**config.mk**
```make
export PLATFORM = sky130hd
export DESIGN_NAME = mobius_function
export DESIGN_NICKNAME = d
export VERILOG_FILES = /design/src/rtl/mf_pkg.sv /design/src/rtl/mf_divider.sv /design/src/rtl/mobius_function.sv
export SDC_FILE = /design/constraint.sdc
export NUM_CORES = 1
export LEC_CHECK = 0
export BUFFER_PORTS_ARGS = -buffer_cell sky130_fd_sc_hd__buf_2
export CORE_MARGIN = 2
export CORE_UTILIZATION = 55
export CTS_BUF_LIST = sky130_fd_sc_hd__clkbuf_4
export CTS_CLUSTER_DIAMETER = 120
export CTS_CLUSTER_SIZE = 25
export DETAILED_ROUTE_END_ITERATION = 16
export PLACE_DENSITY_LB_ADDON = 0.05
export SETUP_SLACK_MARGIN = 0.4
export SLEW_MARGIN = 30
export SYNTH_ARGS = -nofsm -noshare
export SYNTH_HDL_FRONTEND = slang
export SYNTH_HIERARCHICAL = 1
export SYNTH_SLANG_ARGS = --single-unit
```
**constraint.sdc**
```tcl
create_clock -name clk -period 5.2 [get_ports clk]
set_input_delay 0.78 -clock clk [delete_from_list [all_inputs] [get_ports clk]]
set_output_delay 0.78 -clock clk [all_outputs]
set_load 0.1 [all_outputs]
```
**src/rtl/mf_pkg.sv**
```systemverilog
// Shared types and result codes for the Mobius function block.
// No dependencies; imported by the top level.
package mf_pkg;

  typedef logic signed [1:0] mu_t;

  localparam mu_t MU_PLUS  = 2'sb01;
  localparam mu_t MU_ZERO  = 2'sb00;
  localparam mu_t MU_MINUS = 2'sb11;

  typedef enum logic [3:0] {
    ST_IDLE  = 4'b0001,
    ST_CHECK = 4'b0010,
    ST_DIV1  = 4'b0100,
    ST_DIV2  = 4'b1000
  } state_t;

endpackage

```
**src/rtl/mf_divider.sv**
```systemverilog
// Bit-serial restoring divider: one quotient bit per cycle, MSB first.
// Standalone; used by mobius_function.
module mf_divider #(
  parameter int NUM_WIDTH = 16,
  parameter int DIV_W     = 10
) (
  input  logic                 clk,
  input  logic                 rst_n,
  input  logic                 start,
  input  logic [NUM_WIDTH-1:0] dividend,
  input  logic [DIV_W-1:0]     divisor,
  output logic                 done,
  output logic [NUM_WIDTH-1:0] quotient,
  output logic [DIV_W-1:0]     remainder
);

  localparam int CNT_W = $clog2(NUM_WIDTH + 1);

  logic                 run_r, run_nxt;
  logic                 done_r, done_nxt;
  logic [CNT_W-1:0]     cnt_r, cnt_nxt;
  logic [NUM_WIDTH-1:0] q_r, q_nxt;
  logic [DIV_W-1:0]     rem_r, rem_nxt;
  logic [DIV_W:0]       trial;
  logic                 fits;

  assign trial = {rem_r, q_r[NUM_WIDTH-1]};
  assign fits  = (trial >= {1'b0, divisor});

  always_comb begin
    run_nxt  = run_r;
    done_nxt = 1'b0;
    cnt_nxt  = cnt_r;
    q_nxt    = q_r;
    rem_nxt  = rem_r;
    if (start) begin
      run_nxt = 1'b1;
      cnt_nxt = CNT_W'(NUM_WIDTH);
      q_nxt   = dividend;
      rem_nxt = '0;
    end else if (run_r) begin
      // shift in next dividend bit, subtract when it fits
      if (fits) begin
        rem_nxt = DIV_W'(trial - {1'b0, divisor});
      end else begin
        rem_nxt = trial[DIV_W-1:0];
      end
      q_nxt   = {q_r[NUM_WIDTH-2:0], fits};
      cnt_nxt = cnt_r - 1'b1;
      if (cnt_r == CNT_W'(1)) begin
        run_nxt  = 1'b0;
        done_nxt = 1'b1;
      end
    end
  end

  always_ff @(posedge clk) begin
    if (!rst_n) begin
      run_r  <= 1'b0;
      done_r <= 1'b0;
    end else begin
      run_r  <= run_nxt;
      done_r <= done_nxt;
    end
  end

  always_ff @(posedge clk) begin
    cnt_r <= cnt_nxt;
    q_r   <= q_nxt;
    rem_r <= rem_nxt;
  end

  assign done      = done_r;
  assign quotient  = q_r;
  assign remainder = rem_r;

endmodule

```
**src/rtl/mobius_function.sv**
```systemverilog
// Mobius function top level: trial-division sequencer around a bit-serial divider.
// Depends on mf_pkg and mf_divider.
//
//   channel  ports                       transfer
//   input    start, busy, in_number      edge with start high and busy low
//   result   out_valid, out_mu           edge ending the cycle out_valid is high
//
// Each candidate divisor d costs a pass through the check state plus one division
// by the bit-serial divider (two divisions when d divides the value); inputs 0
// and 1 finish from the check state without a division. Synchronous active-low
// reset returns the block to idle. The receiver cannot stall: out_valid is a
// one-cycle strobe.
module mobius_function #(
  parameter int NUM_WIDTH = 16
) (
  input  logic                 clk,
  input  logic                 rst_n,
  input  logic                 start,
  output logic                 busy,
  input  logic [NUM_WIDTH-1:0] in_number,
  output logic                 out_valid,
  output mf_pkg::mu_t          out_mu
);

  import mf_pkg::*;

  localparam int D_W  = (NUM_WIDTH + 1) / 2 + 1;
  localparam int SQ_W = NUM_WIDTH + 2;

  state_t               state_r, state_nxt;
  logic [NUM_WIDTH-1:0] rest_r, rest_nxt;
  logic [D_W-1:0]       d_r, d_nxt;
  logic [SQ_W-1:0]      sq_r, sq_nxt;
  logic                 odd_r, odd_nxt;
  logic                 valid_r, valid_nxt;
  mu_t                  mu_r, mu_nxt;

  logic                 div_start;
  logic [NUM_WIDTH-1:0] div_dividend;
  logic                 div_done;
  logic [NUM_WIDTH-1:0] div_quo;
  logic [D_W-1:0]       div_rem;
  logic [SQ_W-1:0]      sq_step;

  mf_divider #(
    .NUM_WIDTH (NUM_WIDTH),
    .DIV_W     (D_W)
  ) u_div (
    .clk       (clk),
    .rst_n     (rst_n),
    .start     (div_start),
    .dividend  (div_dividend),
    .divisor   (d_r),
    .done      (div_done),
    .quotient  (div_quo),
    .remainder (div_rem)
  );

  assign sq_step      = sq_r + SQ_W'({d_r, 1'b1});
  assign div_dividend = (state_r == ST_DIV1) ? div_quo : rest_r;

  always_comb begin
    state_nxt = state_r;
    rest_nxt  = rest_r;
    d_nxt     = d_r;
    sq_nxt    = sq_r;
    odd_nxt   = odd_r;
    valid_nxt = 1'b0;
    mu_nxt    = mu_r;
    div_start = 1'b0;
    case (state_r)
      ST_IDLE: begin
        if (start) begin
          rest_nxt  = in_number;
          d_nxt     = D_W'(2);
          sq_nxt    = SQ_W'(4);
          odd_nxt   = 1'b0;
          state_nxt = ST_CHECK;
        end
      end
      ST_CHECK: begin
        if (sq_r > SQ_W'(rest_r)) begin
          // leftover above one is a last prime factor
          valid_nxt = 1'b1;
          mu_nxt    = (odd_r ^ (rest_r > NUM_WIDTH'(1))) ? MU_MINUS : MU_PLUS;
          state_nxt = ST_IDLE;
        end else begin
          div_start = 1'b1;
          state_nxt = ST_DIV1;
        end
      end
      ST_DIV1: begin
        if (div_done) begin
          if (div_rem == '0) begin
            rest_nxt  = div_quo;
            odd_nxt   = ~odd_r;
            div_start = 1'b1;
            state_nxt = ST_DIV2;
          end else begin
            d_nxt     = d_r + 1'b1;
            sq_nxt    = sq_step;
            state_nxt = ST_CHECK;
          end
        end
      end
      ST_DIV2: begin
        if (div_done) begin
          if (div_rem == '0) begin
            valid_nxt = 1'b1;
            mu_nxt    = MU_ZERO;
            state_nxt = ST_IDLE;
          end else begin
            d_nxt     = d_r + 1'b1;
            sq_nxt    = sq_step;
            state_nxt = ST_CHECK;
          end
        end
      end
      default: begin
        state_nxt = ST_IDLE;
      end
    endcase
  end

  always_ff @(posedge clk) begin
    if (!rst_n) begin
      state_r <= ST_IDLE;
      valid_r <= 1'b0;
    end else begin
      state_r <= state_nxt;
      valid_r <= valid_nxt;
    end
  end

  always_ff @(posedge clk) begin
    rest_r <= rest_nxt;
    d_r    <= d_nxt;
    sq_r   <= sq_nxt;
    odd_r  <= odd_nxt;
    mu_r   <= mu_nxt;
  end

  assign busy      = (state_r != ST_IDLE);
  assign out_valid = valid_r;
  assign out_mu    = mu_r;

endmodule
```
======== Word-level counts from Yosys, hierarchy flattened ========
Index checks and enable logic that the tools add are counted.
storage, ports and cells
  memories ................................ 0
  output and inout port bits .............. 4
  latch bits .............................. 0
  ROM bits ................................ 0
  register bits after elaboration ......... 83
  memory bits (writable) .................. 0
cells by class
  order comparisons ....................... 3
  div/mod/pow operators ................... 0
  $mul .................................... 0
  bitwise gates (word level) .............. 4
  reduce and logical (&&, ||, !) cells .... 12
  equal/unequal tests ..................... 15
  $add $sub $neg .......................... 4
  mux-type cells .......................... 42
  shift-type cells ........................ 0
operators with widths
  cell                 number
  $mux 16              6
  $mux 18              3
  $mux 9               4
  $pmux 18 s2          1
  $pmux 16 s2          1
  $add 18x10->18       1
  $gt 18x16->1         1
  $pmux 9 s2           1
  $gt 16x1->1 const B  1
  $mux 4               4
  $pmux 4 s4           1
  $reduce_and 4->1     3
  $mux 1               11
  $ge 10x9->1          1
  $mux 2               5
  $ne 2x2->1 const B   5
  $add 9x1->9 const B  1
  $logic_not 9->1      1
  $sub 9x9->9          1
  $ne 2x1->1 const B   4
  $reduce_bool 2->1    4
  $pmux 1 s2           3
  $eq 5x1->1 const B   1
  $sub 5x1->5 const B  1
  13 further kinds     15

======== Logic depth before layout (Yosys ltp) ========
  depth in word-level cells ............... 6
  gate-level depth with buffers ........... 12
  gate-level depth less buffers ........... 11

======== Modules after synthesis ========
The synthesis kept the hierarchy.
modules (own cells, without submodules)
  module           area an instance (um2)  cells an instance  instances  sequential area each (um2)
  mobius_function  3216.8                  345                1          1481.4
  mf_divider       1816.7                  166                1          800.8

======== Worst setup path before layout ========
OpenSTA, ideal clock, no wires.
  path kind ............................... register to register
  start ................................... reg state_r[3]
  end ..................................... reg d_r[0], enable pin
  period minus slack after synthesis ...... 3631 ps
  slack ................................... 1569 ps
  cell stages (with the launch flop) ...... 4
  library setup time ...................... 454 ps
  arrival ................................. 3177 ps
  buffers on the path ..................... 0
  path through ............................ dfxtp_1 -> nor4b_2 -> nor2_1 -> o31ai_1
between the ends
  longest elaborated chain between the ends .. 4
  elaborated cells on any way between the ends .. 9
  classes of those cells .................. 6 x eq/ne; 3 x reduce/logical
RTL lines
  item                                                line                    text
  start: declaration                                  mobius_function.sv:30   state_t state_r, state_nxt;
  start signal: assignment                            mobius_function.sv:130  state_r <= state_nxt;
  $eq 4x3->1 / $eq 4x4->1 (equally long branches)     mobius_function.sv:71   case (state_r)
  $reduce_or 2->1 (no line)                           --
  $ne 2x1->1 (no line), or another cell as far along  --
  $reduce_and 4->1 (no line) *                        --
  end signal: assignment                              mobius_function.sv:137  d_r <= d_nxt;
  end: declaration                                    mobius_function.sv:32   logic [D_W-1:0] d_r, d_nxt;
Mark *: on every way between the ends. The rest lies on a longest branch, timed or not.
A chain may end at the register's enable or synchronous reset.

======== Final worst setup path ========
  start ................................... reg sq_r[14]
  end ..................................... reg u_div.q_r[8], in the netlist u_div/quotient[8], enable pin
between the ends
  longest elaborated chain between the ends .. 5
  elaborated cells on any way between the ends .. 6
  classes of those cells .................. 1 x order compare; 1 x eq/ne; 2 x mux; 2 x reduce/logical
RTL lines
  item                                                              line                    text
  start: declaration                                                mobius_function.sv:33   logic [SQ_W-1:0] sq_r, sq_nxt;
  start signal: assignment                                          mobius_function.sv:138  sq_r <= sq_nxt;
  $gt 18x16->1 *                                                    mobius_function.sv:82   if (sq_r > SQ_W'(rest_r)) begin
  $mux 1 *                                                          mobius_function.sv:82
  $pmux 1 s2 *                                                      mobius_function.sv:71
  net div_start                                                     mobius_function.sv:38   logic div_start;
  $ne 2x2->1 (no line) / $reduce_bool 2->1 (equally long branches)  --
  $reduce_and 2->1 (no line) *                                      --
  end signal: assignment                                            mf_divider.sv:69        q_r <= q_nxt;
  end: declaration                                                  mf_divider.sv:22        logic [NUM_WIDTH-1:0] q_r, q_nxt;
The timed path passes the listed nets; every way through them passes the cells marked *.

==> impl_metrics.py <==
metrics = {
    "outcome": {
        "outcome": "finished clean",
    },
    "clock_network": {
        "cts_resized": 0,
        "cts_setup_buffers": 0,
        "clockBufferDepth": 2,
        "path_clk_slew_ns": 0.13,
        "h-tree-depth": 3,
        "ctsHoldBuffers": 0,
        "insertion_delay_ns": 0.42,
        "numCtsBuffers": 9,
        "cts_tree": "yes",
        "cts.sinks": 83,
        "root_buffer": "clkbuf_4",
    },
    "critical_path": {
        "path_cells": "ha_1 -> nand4_1 -> nor4_1 -> o31ai_1 -> a41oi_1 -> nor2b_1 -> o21bai_2 -> buf_4 -> nor2_1 -> inv_1",
        "crit_type": "reg2reg",
        "critical_path.top_delay_family": "simple AND/OR/NAND/NOR gates",
        "critPathSlowestCell": "edfxtp_1",
        "crit_buf_inv": 2,
        "cpPeakStageDelay_ns": 0.49,
        "crit_required_ns": 5.27,
        "cp.arrival_ns": 3.77,
        "crit_fanout": 28,
        "cp.depth": 10,
        "end_kind": "register",
        "rr_worst_depth": 10,
        "start_kind": "register",
    },
    "global_route": {
        "grt_pass1_wl_um": 17430,
        "grt_antenna_before_repair": 0,
        "grt_max_degree": 35,
        "grt_usage": 0.2234,
        "grt_remaining_overflow": 0,
        "grt_pass1_vias": 3556,
    },
    "floorplanning": {
        "rows": 34,
        "chipHeight_um": 99.67,
        "core_area_sq_mm": 0.008806,
        "chipWidth_um": 99.67,
        "ios": 23,
        "fp.dieArea_sq_mm": 0.009933,
        "start_util": 0.5716,
    },
    "place": {
        "port-buffer-count": 22,
        "hpwl_um": 7861,
        "place.gp.congestion": 0.8730,
        "pre_cts_ws_ns": 1.576,
    },
    "final_layout": {
        "layout_commonest_cell": "nand2_1",
        "drive_gt1_frac": 0.1426,
        "layout.nets": 593,
        "synthToLayoutAreaGrowth_pct": 6.985,
        "antenna_cells": 0,
        "fill_cells": 740,
        "final_cell_mix": "77 x nand2_1, 62 x edfxtp_1, 49 x nor2_1",
    },
    "sta": {
        "finalClockSkew_ns": 0.02190,
        "setup_ws_ns": 1.502,
        "min_period_ns": 3.698,
        "setup_viol": 0,
        "post-route-period-util": 0.7111,
        "hold_viol_final": 0,
        "slew_headroom": 0.4254,
        "drv_slew": 0,
        "tns_ns": 0,
        "grt_setup_unrepaired": "no",
        "fmax_mhz": 270.4,
        "worst_pin_slew_ns": 0.8593,
    },
    "route": {
        "antenna_left": 0,
        "routed_via_density": 5.785,
        "first_pass_iters": 5,
        "routed_wl_um": 10700,
        "drc_errors": 0,
        "drt_iter0_drc": 220,
        "vias": 3749,
        "wl_per_cell_um": 16.51,
    },
    "power": {
        "p_leak_uw": 0.002172,
        "ir_drop_mv": 0.1363,
        "p_per_area_mw_per_mm2": 292.3,
    },
    "yosys": {
        "avgSynthCellArea_sq_um": 9.850,
        "synth_edf_count": 62,
        "synth_ff_type": "edfxtp_1",
        "yosysSeqAreaShare": 0.4534,
        "syn_area_sq_mm": 0.005034,
        "async_flop_share": 0,
        "ys_warn_count": 6,
        "syn_inst": 511,
        "synth_cell_type_count": 55,
        "ys_ff_latch": 83,
        "syn-num-nets": 569,
    },
    "hold_path": {
        "hold_path.class": "reg2reg",
        "holdPathStages": 2,
    },
    "job": {
        "drv_cap": 0,
    },
}
-- report_power, final --
| part | switching, uW | internal [uW] |
|---|---|---|
| Clock | 227 | 109 |
| Sequential | 62.3 | 776 |
| Combinational | 230 | 169 |
| Total | 520 | 1050 |
-- registers in the layout, indices dropped and copies added, names as in the netlist --
signal,cells
u_div/cnt_r,5
d_r,9
out_valid,1
u_div/remainder,9
u_div/done,1
sq_r,18
u_div/run_r,1
rest_r,16
u_div/quotient,16
out_mu,2
state_r,4
odd_r,1
-- metrics by stage --
step / hold WS, ns / std cells / total power [uW] / area, sq um / utilization
3_3_place_gp: 0.4805 / 632 / 1236 / 5274 / 0.5989
6_report: 0.5071 / 648 / 1574 / 5385 / 0.6115
2_1_floorplan: 0.4618 / 511 / 1152 / 5034 / -
4_1_cts: 0.5094 / 648 / 1582 / 5385 / 0.6115
3_5_place_dp: 0.4915 / 632 / 1250 / 5274 / 0.5989
5_1_grt: 0.5538 / 648 / 1669 / 5385 / 0.6115
-- metal layers --
layer | wire length, um | share of wire | track usage | vias to the layer above
met1 | 5352 | 0.50 | 0.3233 | 1769
met5 | 0 | 0 | 0 | -
met4 | 119 | 0.011 | 0.07482 | 0
met2 | 4780 | 0.45 | 0.3456 | 98
met3 | 444 | 0.042 | 0.03373 | 10
li1 | - | - | - | 1872
-- worst reg2reg max path, cell delays in order, from the launching register on --
cell and delay (ns):
edfxtp_1 0.49, ha_1 0.34, nand4_1 0.12, nor4_1 0.45
o31ai_1 0.14, a41oi_1 0.37, nor2b_1 0.11, o21bai_2 0.20
buf_4 0.27, nor2_1 0.44, inv_1 0.44
-- cell families after synthesis --
logic type | count (synthesis) | synth area share
AOI/OAI and AO/OA | 95 | 0.1310
xor gates and xnor gates | 30 | 0.05220
adders and majority gates | 39 | 0.09992
buffers and inverters | 55 | 0.04400
DFF | 83 | 0.4534
muxes | 17 | 0.03753
and+or+nand+nor | 192 | 0.1820
-- final cells by class --
type | count | area (sq um) | share of cell area
multi-input combinational | 373 | 2559 | 0.4751
inverter | 42 | 157.7 | 0.02928
timing repair buffer | 26 | 140.1 | 0.02602
sequential | 83 | 2282 | 0.4238
clock buffer | 11 | 82.58 | 0.01533
clock inverter | 5 | 28.78 | 0.005344
tap | 108 | 135.1 | 0.02509
-- worst paths after layout --
path / slack [ns] / start / endpoint
setup / recovery: 1.50 / sq_r[14]$_SDFFCE_PP0P_ / u_div/quotient[8]$_DFFE_PP_
hold / removal: 0.51 / u_div/cnt_r[1]$_SDFFE_PP0P_ / u_div/cnt_r[1]$_SDFFE_PP0P_
setup reg to reg: 1.50 / sq_r[14]$_SDFFCE_PP0P_ / u_div/quotient[8]$_DFFE_PP_
hold reg to reg: 0.51 / u_div/cnt_r[1]$_SDFFE_PP0P_ / u_div/cnt_r[1]$_SDFFE_PP0P_
-- cell usage after synthesis (5+ instances only) --
cell type  count  area share
inv_1         42       0.031
dfxtp_1       21       0.084
nor2_1        50       0.037
clkbuf_1      11      0.0082
o21ai_0       34       0.034
nand4_1        6      0.0075
edfxtp_1      62        0.37
a21oi_1       16       0.016
nor4_1         5      0.0062
nand2_1       77       0.057
xnor2_1       21       0.037
nor2b_1        7      0.0087
mux2_2        15       0.034
xor2_1         9       0.016
o31ai_1        5      0.0075
nand3_1       14       0.014
a211oi_1       8       0.012
nor3_1         5      0.0050
ha_1          37       0.092
nand2b_1       5      0.0062
No activity file was read; power rests on OpenSTA's default activity.
